### config.mk
export PLATFORM = sky130hd
export DESIGN_NAME = keyboard_mouse_response_queue
export DESIGN_NICKNAME = d
export VERILOG_FILES = /design/src/rtl/core/kmrq_pkg.sv /design/src/rtl/core/kmrq_ram.sv /design/src/rtl/core/kmrq_pos.sv /design/src/rtl/core/kmrq_ctrl.sv /design/src/rtl/core/keyboard_mouse_response_queue.sv
export SDC_FILE = /design/constraint.sdc
export NUM_CORES = 1
export LEC_CHECK = 0
export ABC_CLOCK_PERIOD_IN_PS = 4200
export BUFFER_PORTS_ARGS = -buffer_cell sky130_fd_sc_hd__buf_2
export CAP_MARGIN = 15
export CORE_UTILIZATION = 55
export CTS_BUF_LIST = sky130_fd_sc_hd__clkbuf_4 sky130_fd_sc_hd__clkbuf_8 sky130_fd_sc_hd__clkbuf_16
export DETAILED_ROUTE_END_ITERATION = 7
export GPL_ROUTABILITY_DRIVEN = 1
export HOLD_SLACK_MARGIN = 0.05
export PLACE_DENSITY_LB_ADDON = 0.05
export SETUP_SLACK_MARGIN = 0.4
export SLEW_MARGIN = 20
export SYNTH_ARGS = -nofsm -noshare
export SYNTH_HDL_FRONTEND = slang
export SYNTH_SLANG_ARGS = --single-unit
### constraint.sdc
create_clock -name clk -period 4.2 [get_ports clk]
set_input_delay 0.84 -clock clk [delete_from_list [all_inputs] [get_ports clk]]
set_output_delay 0.84 -clock clk [all_outputs]
set_load 0.05 [all_outputs]
### src/rtl/core/kmrq_pkg.sv
// Shared types, constants and helper functions for the keyboard and mouse response queue.
`timescale 1ns / 1ps

package kmrq_pkg;

    // Queue geometry
    localparam int QUEUE_DEPTH = 32;
    localparam int PTR_W       = $clog2(QUEUE_DEPTH);
    localparam int CNT_W       = $clog2(QUEUE_DEPTH + 1);

    // Screen geometry
    localparam int SCREEN_WIDTH  = 720;
    localparam int SCREEN_HEIGHT = 364;
    localparam int POS_X_W       = 10;
    localparam int POS_Y_W       = 9;

    // Pending byte buffer: longest response sequence is five bytes
    localparam int BUF_BYTES = 5;
    localparam int BUF_W     = 8 * BUF_BYTES;
    localparam int LEN_W     = $clog2(BUF_BYTES + 1);

    // Response bytes
    localparam logic [7:0] BYTE_GREET0  = 8'h80;
    localparam logic [7:0] BYTE_GREET1  = 8'h2F;
    localparam logic [7:0] BYTE_CLK_HDR = 8'hE0 | 8'h06;
    localparam logic [7:0] BYTE_ONE     = 8'h01;
    localparam logic [7:0] BYTE_ZERO    = 8'h00;
    localparam logic [7:0] BYTE_STATUS  = 8'h10;
    localparam logic [7:0] BYTE_EMPTY   = 8'hFF;
    localparam logic [7:0] CMD_CLOCK    = 8'h01;
    localparam logic [7:0] KEY_MASK     = 8'h7F;
    localparam logic [7:0] KEY_UP_BIT   = 8'h80;

    typedef enum logic [2:0] {
        OP_STATUS   = 3'd0,
        OP_DATA_RD  = 3'd1,
        OP_CMD_WR   = 3'd2,
        OP_CTRL_WR  = 3'd3,
        OP_KEY_DOWN = 3'd4,
        OP_KEY_UP   = 3'd5,
        OP_MOVE     = 3'd6,
        OP_RESET    = 3'd7
    } op_t;

    // Memory access request from controller to queue store
    typedef struct packed {
        logic             we;
        logic [PTR_W-1:0] waddr;
        logic [7:0]       wdata;
        logic             re;
        logic [PTR_W-1:0] raddr;
    } mem_req_t;

    // Finished result handed to the output register
    typedef struct packed {
        logic [7:0]       read_value;
        logic             data_pulse;
        logic [CNT_W-1:0] queue_level;
    } res_t;

    // Saturate a 16-bit signed delta to a signed byte
    function automatic logic signed [7:0] clamp_delta(input logic signed [15:0] v);
        logic signed [7:0] r;
        if (v < -16'sd128)
            r = -8'sd128;
        else if (v > 16'sd127)
            r = 8'sd127;
        else
            r = v[7:0];
        return r;
    endfunction

endpackage

### src/rtl/core/kmrq_ram.sv
// Response byte store: one write port, one read port, registered read data.
`timescale 1ns / 1ps

module kmrq_ram
(
    input  logic              clk,
    input  kmrq_pkg::mem_req_t req,
    output logic [7:0]        rdata
);
    import kmrq_pkg::*;

    logic [7:0] mem [QUEUE_DEPTH];
    logic [7:0] rdata_reg;

    always_ff @(posedge clk)
    begin
        if (req.we)
        begin
            mem[req.waddr] <= req.wdata;
        end
        if (req.re)
        begin
            rdata_reg <= mem[req.raddr];
        end
    end

    assign rdata = rdata_reg;

endmodule

### src/rtl/core/kmrq_pos.sv
// Pointer position tracker: adds clamped deltas and clamps to the screen.
`timescale 1ns / 1ps

module kmrq_pos
(
    input  logic                        clk,
    input  logic                        rst_n,
    input  logic                        en,
    input  logic signed [7:0]           dx,
    input  logic signed [7:0]           dy,
    output logic [kmrq_pkg::POS_X_W-1:0] pos_x,
    output logic [kmrq_pkg::POS_Y_W-1:0] pos_y
);
    import kmrq_pkg::*;

    localparam int XS_W = POS_X_W + 2;
    localparam int YS_W = POS_Y_W + 2;
    localparam logic signed [XS_W-1:0] X_MAX = XS_W'(SCREEN_WIDTH - 1);
    localparam logic signed [YS_W-1:0] Y_MAX = YS_W'(SCREEN_HEIGHT - 1);

    logic [POS_X_W-1:0]     pos_x_reg, pos_x_next;
    logic [POS_Y_W-1:0]     pos_y_reg, pos_y_next;
    logic signed [XS_W-1:0] sum_x;
    logic signed [YS_W-1:0] sum_y;

    always_comb
    begin
        sum_x = $signed({2'b00, pos_x_reg}) + XS_W'(dx);
        sum_y = $signed({2'b00, pos_y_reg}) + YS_W'(dy);

        if (sum_x < 0)
            pos_x_next = '0;
        else if (sum_x > X_MAX)
            pos_x_next = X_MAX[POS_X_W-1:0];
        else
            pos_x_next = sum_x[POS_X_W-1:0];

        if (sum_y < 0)
            pos_y_next = '0;
        else if (sum_y > Y_MAX)
            pos_y_next = Y_MAX[POS_Y_W-1:0];
        else
            pos_y_next = sum_y[POS_Y_W-1:0];
    end

    always_ff @(posedge clk or negedge rst_n)
    begin
        if (!rst_n)
        begin
            pos_x_reg <= '0;
            pos_y_reg <= '0;
        end
        else if (en)
        begin
            pos_x_reg <= pos_x_next;
            pos_y_reg <= pos_y_next;
        end
    end

    assign pos_x = pos_x_reg;
    assign pos_y = pos_y_reg;

endmodule

### src/rtl/core/kmrq_ctrl.sv
// Queue controller: decodes items, sequences byte pushes and pops against the store.
`timescale 1ns / 1ps

module kmrq_ctrl
(
    input  logic               clk,
    input  logic               rst_n,
    input  logic               in_valid,
    output logic               in_ready,
    input  logic [2:0]         opcode,
    input  logic [7:0]         data_byte,
    input  logic [7:0]         port_direction,
    input  logic [7:0]         key_code,
    input  logic signed [15:0] move_x,
    input  logic signed [15:0] move_y,
    output logic               res_valid,
    input  logic               res_ready,
    output kmrq_pkg::res_t     res,
    output kmrq_pkg::mem_req_t mem_req,
    input  logic [7:0]         mem_rdata,
    output logic               pos_en,
    output logic signed [7:0]  pos_dx,
    output logic signed [7:0]  pos_dy
);
    import kmrq_pkg::*;

    typedef enum logic [1:0] {
        ST_IDLE,
        ST_PUSH,
        ST_READ,
        ST_DONE
    } state_t;

    localparam logic [CNT_W-1:0] CNT_FULL = CNT_W'(QUEUE_DEPTH);
    localparam logic [PTR_W-1:0] PTR_LAST = PTR_W'(QUEUE_DEPTH - 1);

    state_t           state_reg;
    logic             boot_reg;
    logic [PTR_W-1:0] rd_ptr_reg;
    logic [PTR_W-1:0] wr_ptr_reg;
    logic [CNT_W-1:0] cnt_reg;
    logic [BUF_W-1:0] buf_reg;
    logic [LEN_W-1:0] len_reg;
    logic             pulse_reg;
    logic [7:0]       rv_reg;

    op_t              op;
    logic             accept;
    logic             room;
    logic             move_nz;
    logic [PTR_W-1:0] wr_ptr_inc;
    logic [PTR_W-1:0] rd_ptr_inc;

    assign op         = op_t'(opcode);
    assign in_ready   = (state_reg == ST_IDLE);
    assign accept     = in_valid && in_ready;
    assign room       = (cnt_reg < CNT_FULL);
    assign move_nz    = (move_x != 16'sd0) || (move_y != 16'sd0);
    assign wr_ptr_inc = (wr_ptr_reg == PTR_LAST) ? '0 : wr_ptr_reg + 1'b1;
    assign rd_ptr_inc = (rd_ptr_reg == PTR_LAST) ? '0 : rd_ptr_reg + 1'b1;

    assign pos_dx = clamp_delta(move_x);
    assign pos_dy = clamp_delta(move_y);
    assign pos_en = accept && (op == OP_MOVE) && move_nz;

    always_comb
    begin
        mem_req.we    = (state_reg == ST_PUSH) && room;
        mem_req.waddr = wr_ptr_reg;
        mem_req.wdata = buf_reg[7:0];
        mem_req.re    = accept && (op == OP_DATA_RD) && (cnt_reg != '0);
        mem_req.raddr = rd_ptr_reg;
    end

    assign res_valid       = (state_reg == ST_DONE);
    assign res.read_value  = rv_reg;
    assign res.data_pulse  = pulse_reg;
    assign res.queue_level = cnt_reg;

    always_ff @(posedge clk or negedge rst_n)
    begin
        if (!rst_n)
        begin
            // power-on greeting goes through the normal push sequence
            state_reg  <= ST_PUSH;
            boot_reg   <= 1'b1;
            rd_ptr_reg <= '0;
            wr_ptr_reg <= '0;
            cnt_reg    <= '0;
            buf_reg    <= BUF_W'({BYTE_GREET1, BYTE_GREET0});
            len_reg    <= LEN_W'(2);
            pulse_reg  <= 1'b0;
            rv_reg     <= '0;
        end
        else
        begin
            case (state_reg)
                ST_IDLE:
                begin
                    if (accept)
                    begin
                        case (op)
                            OP_STATUS:
                            begin
                                rv_reg    <= BYTE_STATUS | {7'd0, (cnt_reg != '0)};
                                pulse_reg <= 1'b0;
                                state_reg <= ST_DONE;
                            end
                            OP_DATA_RD:
                            begin
                                pulse_reg <= 1'b0;
                                if (cnt_reg == '0)
                                begin
                                    rv_reg    <= BYTE_EMPTY;
                                    state_reg <= ST_DONE;
                                end
                                else
                                begin
                                    // read value lands in ST_READ
                                    state_reg <= ST_READ;
                                end
                            end
                            OP_CMD_WR:
                            begin
                                rv_reg    <= '0;
                                pulse_reg <= 1'b0;
                                if (data_byte == CMD_CLOCK)
                                begin
                                    buf_reg   <= {BYTE_ZERO, BYTE_ZERO, BYTE_ONE, BYTE_ONE,
                                                  BYTE_CLK_HDR};
                                    len_reg   <= LEN_W'(5);
                                    state_reg <= ST_PUSH;
                                end
                                else
                                begin
                                    state_reg <= ST_DONE;
                                end
                            end
                            OP_CTRL_WR:
                            begin
                                rv_reg    <= '0;
                                pulse_reg <= 1'b0;
                                if (port_direction[0] && !data_byte[0])
                                begin
                                    buf_reg   <= BUF_W'({BYTE_GREET1, BYTE_GREET0});
                                    len_reg   <= LEN_W'(2);
                                    state_reg <= ST_PUSH;
                                end
                                else
                                begin
                                    state_reg <= ST_DONE;
                                end
                            end
                            OP_KEY_DOWN, OP_KEY_UP:
                            begin
                                rv_reg <= '0;
                                if (!key_code[7])
                                begin
                                    buf_reg   <= BUF_W'((op == OP_KEY_UP) ?
                                                        (key_code | KEY_UP_BIT) :
                                                        (key_code & KEY_MASK));
                                    len_reg   <= LEN_W'(1);
                                    pulse_reg <= 1'b1;
                                    state_reg <= ST_PUSH;
                                end
                                else
                                begin
                                    pulse_reg <= 1'b0;
                                    state_reg <= ST_DONE;
                                end
                            end
                            OP_MOVE:
                            begin
                                rv_reg <= '0;
                                if (move_nz)
                                begin
                                    buf_reg   <= BUF_W'({pos_dy, pos_dx});
                                    len_reg   <= LEN_W'(2);
                                    pulse_reg <= 1'b1;
                                    state_reg <= ST_PUSH;
                                end
                                else
                                begin
                                    pulse_reg <= 1'b0;
                                    state_reg <= ST_DONE;
                                end
                            end
                            OP_RESET:
                            begin
                                rv_reg     <= '0;
                                rd_ptr_reg <= '0;
                                wr_ptr_reg <= '0;
                                cnt_reg    <= '0;
                                buf_reg    <= BUF_W'({BYTE_GREET1, BYTE_GREET0});
                                len_reg    <= LEN_W'(2);
                                pulse_reg  <= 1'b1;
                                state_reg  <= ST_PUSH;
                            end
                            default:
                            begin
                                rv_reg    <= '0;
                                pulse_reg <= 1'b0;
                                state_reg <= ST_DONE;
                            end
                        endcase
                    end
                end
                ST_PUSH:
                begin
                    // bytes beyond a full queue are dropped
                    if (room)
                    begin
                        wr_ptr_reg <= wr_ptr_inc;
                        cnt_reg    <= cnt_reg + 1'b1;
                        pulse_reg  <= 1'b1;
                    end
                    buf_reg <= buf_reg >> 8;
                    len_reg <= len_reg - 1'b1;
                    if (len_reg == LEN_W'(1))
                    begin
                        boot_reg  <= 1'b0;
                        state_reg <= boot_reg ? ST_IDLE : ST_DONE;
                    end
                end
                ST_READ:
                begin
                    rv_reg     <= mem_rdata;
                    rd_ptr_reg <= rd_ptr_inc;
                    cnt_reg    <= cnt_reg - 1'b1;
                    state_reg  <= ST_DONE;
                end
                ST_DONE:
                begin
                    if (res_ready)
                        state_reg <= ST_IDLE;
                end
                default:
                begin
                    state_reg <= ST_IDLE;
                end
            endcase
        end
    end

    a_level_bound: assert property (@(posedge clk) disable iff (!rst_n)
        cnt_reg <= CNT_FULL)
        else $error("queue level beyond depth");

    a_write_room: assert property (@(posedge clk) disable iff (!rst_n)
        mem_req.we |=> (cnt_reg == $past(cnt_reg) + 1'b1))
        else $error("store write without level increment");

    a_pop_nonempty: assert property (@(posedge clk) disable iff (!rst_n)
        mem_req.re |=> (state_reg == ST_READ) && (cnt_reg != '0))
        else $error("pop issued on empty queue");

    a_one_item: assert property (@(posedge clk) disable iff (!rst_n)
        accept |=> !in_ready)
        else $error("second item taken while one in flight");

    a_boot_silent: assert property (@(posedge clk) disable iff (!rst_n)
        boot_reg |-> !res_valid)
        else $error("result raised during power-on greeting");

endmodule

### src/rtl/core/keyboard_mouse_response_queue.sv
// Top level of the keyboard and mouse response queue with its output register.
`timescale 1ns / 1ps
// Path: status reads and ignored items go straight to the result; a data read goes through
//   a store read; key events, moves, qualified control writes, clock commands push bytes.
// Throughput: one item at a time; the next item is taken once the result has moved into
//   the output register, so a waiting result does not block the input. Pushes run at one
//   byte a cycle through the single write port of the response store.
// Reset: asynchronous, active low. After release the controller writes the greeting bytes
//   0x80, 0x2F into the store with s_tready low; pointer at (0,0).

module keyboard_mouse_response_queue
(
    input  logic        clk,
    input  logic        rst_n,
    // Input item
    input  logic        s_tvalid,
    output logic        s_tready,
    input  logic [55:0] s_tdata,   // data_byte[7:0], port_direction[15:8], key_code[23:16],
                                   // move_x[39:24], move_y[55:40]
    input  logic [2:0]  s_tuser,   // opcode[2:0]
    // Result item
    output logic        m_tvalid,
    input  logic        m_tready,
    output logic [39:0] m_tdata    // read_value[7:0], data_pulse[8], pointer_x[18:9],
                                   // pointer_y[27:19], queue_level[33:28], zero[39:34]
);
    import kmrq_pkg::*;

    localparam int OUT_FIELDS_W = 8 + 1 + POS_X_W + POS_Y_W + 6;

    mem_req_t           mem_req;
    logic [7:0]         mem_rdata;
    res_t               res;
    logic               res_valid;
    logic               res_ready;
    logic               pos_en;
    logic signed [7:0]  pos_dx;
    logic signed [7:0]  pos_dy;
    logic [POS_X_W-1:0] pos_x;
    logic [POS_Y_W-1:0] pos_y;

    // Output register: parts the result side from the controller
    logic               m_tvalid_reg;
    logic [39:0]        m_tdata_reg;

    // The register frees when empty or when its transfer completes this cycle
    assign res_ready = !m_tvalid_reg || m_tready;

    kmrq_ctrl u_ctrl
    (
        .clk            (clk),
        .rst_n          (rst_n),
        .in_valid       (s_tvalid),
        .in_ready       (s_tready),
        .opcode         (s_tuser),
        .data_byte      (s_tdata[7:0]),
        .port_direction (s_tdata[15:8]),
        .key_code       (s_tdata[23:16]),
        .move_x         (s_tdata[39:24]),
        .move_y         (s_tdata[55:40]),
        .res_valid      (res_valid),
        .res_ready      (res_ready),
        .res            (res),
        .mem_req        (mem_req),
        .mem_rdata      (mem_rdata),
        .pos_en         (pos_en),
        .pos_dx         (pos_dx),
        .pos_dy         (pos_dy)
    );

    kmrq_ram u_ram
    (
        .clk   (clk),
        .req   (mem_req),
        .rdata (mem_rdata)
    );

    kmrq_pos u_pos
    (
        .clk   (clk),
        .rst_n (rst_n),
        .en    (pos_en),
        .dx    (pos_dx),
        .dy    (pos_dy),
        .pos_x (pos_x),
        .pos_y (pos_y)
    );

    // Pack the result; the pointer is already final once the item is in flight
    always_ff @(posedge clk or negedge rst_n)
    begin
        if (!rst_n)
        begin
            m_tvalid_reg <= 1'b0;
        end
        else if (res_ready)
        begin
            m_tvalid_reg <= res_valid;
        end
    end

    always_ff @(posedge clk)
    begin
        if (res_valid && res_ready)
        begin
            m_tdata_reg <= 40'({6'(res.queue_level), pos_y, pos_x,
                                res.data_pulse, res.read_value});
        end
    end

    assign m_tvalid = m_tvalid_reg;
    assign m_tdata  = m_tdata_reg;

    a_out_fields: assert property (@(posedge clk) disable iff (!rst_n)
        m_tvalid |-> (m_tdata[39:OUT_FIELDS_W] == '0))
        else $error("padding bits of result not zero");

    a_out_hold: assert property (@(posedge clk) disable iff (!rst_n)
        (m_tvalid && !m_tready) |=> m_tvalid && $stable(m_tdata))
        else $error("stalled result changed");

    a_no_overwrite: assert property (@(posedge clk) disable iff (!rst_n)
        (m_tvalid && !m_tready) |-> !(res_valid && res_ready))
        else $error("result loaded over a waiting one");

endmodule
==> flow_metrics.env <==
export IMPL_grt_pass1_vias=10340
export IMPL_timing_hold_ws_ns=0.3219
export IMPL_viasPerCell=5.889
export IMPL_p_switching_mw=4.271
export IMPL_power_mw=12.49
export IMPL_relSlewSlack_pct=30.09
export IMPL_grt_use_met3_pct=3.501
export IMPL_num_rows=63
export IMPL_largest_reg_flops=256
export IMPL_syn_area_sq_um=16770
export IMPL_register_area_sq_um=10670
export IMPL_p_leak_nw=6.866
export IMPL_nNetsFinal=1503
export IMPL_die_w_microns=176.6
export IMPL_synthTopCellsByArea="edfxtp_1 (53%), dfrtp_1 (8.8%), mux4_2 (4.3%)"
export IMPL_period_share_pct=91.09
export IMPL_core_sq_um=29800
export IMPL_avgSynthCellArea_sq_um=13.23
export IMPL_wirelength_mm=37.31
export IMPL_crit_arrival_ns=4.22
export IMPL_endpoint_kind="register"
export IMPL_drt_pass1_iter_count=5
export IMPL_yosysUniqueCellTypes=85
export IMPL_fillCellCount=2232
export IMPL_synth_top_cell_area_share_pct=53.36
export IMPL_critPathBufInv=1
export IMPL_r2r_cells=14
export IMPL_ys_flop_type="edfxtp_1"
export IMPL_tightest_slew_ns=1.049
export IMPL_cts_tree="built"
export IMPL_finalMaxSlewViolations=0
export IMPL_clk_path_buf_depth=3
export IMPL_cts_buffers=38
export IMPL_vdd_drop_max_uv=385.6
export IMPL_worst_ep_required_time_ns=4.60
export IMPL_finalSetupViolations=0
export IMPL_cp_cell_sequence="buf_4 > nor4_4 > nand2_1 > nor2_2 > a21oi_2 > ha_2 > fa_2 > nor2_4 > o31ai_4 > a221o_1 > a311oi_2 > mux2_4 > nor2_4 > o211ai_4 > or3_1 > o2111a_1"
export IMPL_gr_total_overflow=0
export IMPL_area_growth_pct=16.31
export IMPL_power_frac_seq_pct=44.1
export IMPL_grtUsageMet1_pct=32.75
export IMPL_start_util_pct=56.29
export IMPL_cts_htree_levels=2
export IMPL_post_dp_cell_area_sq_um=18020
export IMPL_worstPathMaxFanout=8
export IMPL_grt_pass1_wl_mm=57.29
export IMPL_power_share_clock_pct=25.8
export IMPL_cp_start_kind="primary input"
export IMPL_p_int_mw=8.224
export IMPL_hold_viol=0
export IMPL_reg2reg_to="u_pos.pos_y[0]"
export IMPL_r2r_start="u_pos.pos_y[0]"
export IMPL_wire_per_inst_microns=20.41
export IMPL_utilization_pct=65.47
export IMPL_synth_edff_count=298
export IMPL_clk_pin_slew_ns=0.06
export IMPL_drt_initial_drc_count=879
export IMPL_finalClockSkew_ns=0.01574
export IMPL_drc=0
export IMPL_path_common_cell="nor2_4"
export IMPL_vias=10770
export IMPL_fin_area_sq_um=19510
export IMPL_async_flop_share_pct=18.58
export IMPL_globalRouteMet2Util_pct=40.93
export IMPL_seq_area_frac_synth_pct=63.57
export IMPL_yosys_warnings=0
export IMPL_hold_class="in -> async"
export IMPL_grt_total_usage_pct=24.31
export IMPL_cts_hold_buf=0
export IMPL_dieArea_sq_um=31190
export IMPL_cp_top_family="simple AND/OR/NAND/NOR gates"
export IMPL_die_h_microns=176.6
export IMPL_p_comb_share_pct=30.1
export IMPL_final_cell_mix="edfxtp_1 (298), nand2_1 (117), nor2_1 (113)"
export IMPL_ant_nets=0
export IMPL_dp_final_hpwl_mm=24.70
export IMPL_period_needed_ns=3.826
export IMPL_clock_sinks=366
export IMPL_p_per_area_nw_per_um2=640.6
export IMPL_antenna_found_initial=1
export IMPL_grt_max_degree=58
export IMPL_portBuffers=91
export IMPL_status="complete, no violations"
export IMPL_reg2reg_setup_slack_ns=0.94
export IMPL_slowest_stage="a221o_1"
export IMPL_synth_top_cell_by_area="edfxtp_1"
export IMPL_cap_violations=0
export IMPL_root_buffer="clkbuf_16"
export IMPL_max_clock_freq_mhz=261.4
export IMPL_final_common_cell="edfxtp_1"
export IMPL_clk_latency_ns=0.52
export IMPL_gp_congestion=0.8591
export IMPL_ys_ff_latch=366
export IMPL_swShare_pct=34.18
export IMPL_critPathMaxStageDelay_ns=0.40
export IMPL_busiest_layer="met2"
export IMPL_io_pins=105
export IMPL_drive_gt1_share_pct=23.24
export IMPL_multi_input_area_sq_um=5966
export IMPL_synthCells=1268
export IMPL_path_class="in -> reg"
export IMPL_rsz0062_at_grt="yes"
-- through the flow --
| step | setup WS [ns] | TNS (ns) | std cells |
|---|---|---|---|
| 2_1_floorplan | 0.2486 | 0 | 1273 |
| 3_3_place_gp | -0.08841 | -0.4477 | 1749 |
| 3_5_place_dp | -0.1818 | -1.233 | 1749 |
| 4_1_cts | 0.4030 | 0 | 1818 |
| 5_1_grt | 0.2222 | 0 | 1827 |
| 6_report | 0.3744 | 0 | 1828 |
-- how the worst max path moves through the flow --
stage | startpoint | end | slack (ns) | cells after the start
2_1_floorplan | s_tdata[35] | u_pos.pos_x[2] | 0.25 | 15
3_3_place_gp | s_tdata[53] | u_pos.pos_y[6] | -0.09 | 18
3_5_place_dp | s_tdata[48] | u_pos.pos_y[0] | -0.18 | 18
4_1_cts | s_tdata[32] | u_pos.pos_x[2] | 0.40 | 17
5_1_grt | s_tdata[34] | u_pos.pos_x[2] | 0.22 | 16
6_report | s_tdata[34] | u_pos.pos_x[2] | 0.37 | 16
-- worst register-to-register path, stage by stage, from the launching register on --
cell and delay, ns:
dfrtp_1 0.43, ha_2 0.22, inv_2 0.04, fa_2 0.34, nand2_1 0.07, a32oi_1 0.05
or3_1 0.42, a221o_1 0.40, o211ai_1 0.19, nor3b_4 0.27, a2111oi_4 0.07, o31ai_4 0.28
buf_6 0.16, nand2b_1 0.06, a22o_1 0.18
-- power groups by stage --
stage	logic, mW	registers (mW)	clock network (mW)
CTS	3.59	5.52	3.27
global placement	3.52	5.56	0
detailed placement	3.57	5.59	0
global route	4.10	5.61	3.41
floorplan	2.41	5.57	0
finish	3.76	5.51	3.22
-- synthesized netlist by cell type (10+ instances only) --
master	number
o21ai_0	70
nand2_1	118
buf_1	14
mux2i_1	67
inv_1	33
nand3_1	14
clkbuf_1	44
a31oi_1	10
nor3_1	15
dfrtp_1	59
a22o_1	10
nand2b_1	14
o221ai_1	24
nor2_1	118
edfxtp_1	298
and3_1	10
mux4_2	32
a21oi_1	54
o22ai_1	15
a21o_1	11
ha_1	29
xnor2_1	17
o31ai_1	16
nor4_1	14
-- metal layers --
metal,up-vias,part of all wire [%]
met5,-,0
met4,0,2.4
met3,69,5.0
met2,301,49
met1,5258,43
li1,5138,-
-- area by class of cell --
| class | instances | area share (%) |
|---|---|---|
| Clock buffer | 55 | 5.683 |
| Inverter | 35 | 0.6735 |
| Multi-Input combinational cell | 808 | 30.58 |
| Clock inverter | 14 | 0.5131 |
| Timing Repair Buffer | 159 | 5.311 |
| Tap cell | 390 | 2.502 |
| Sequential cell | 366 | 54.72 |
| Antenna cell | 1 | 0.01283 |
-- kinds of logic (layout without fill, tap and decap cells) --
family	after synthesis	after routing	synth area share [%]
and+or+nand+nor	367	367	10.41
DFF	366	366	63.57
AOI/OAI and AO/OA	278	278	11.39
muxes	103	103	8.565
buffers and inverters	99	263	2.350
adders and majority gates	34	34	2.641
xor gates and xnor gates	20	20	1.044
other	1	7	0.02236
-- repair_timing --
action                     CTS  global route
setup endpoints to repair    5            17
gates resized for setup      0            37
pin swaps                    1            28
setup buffers                0             9
Note: power is estimated with default switching activity, not from simulation.
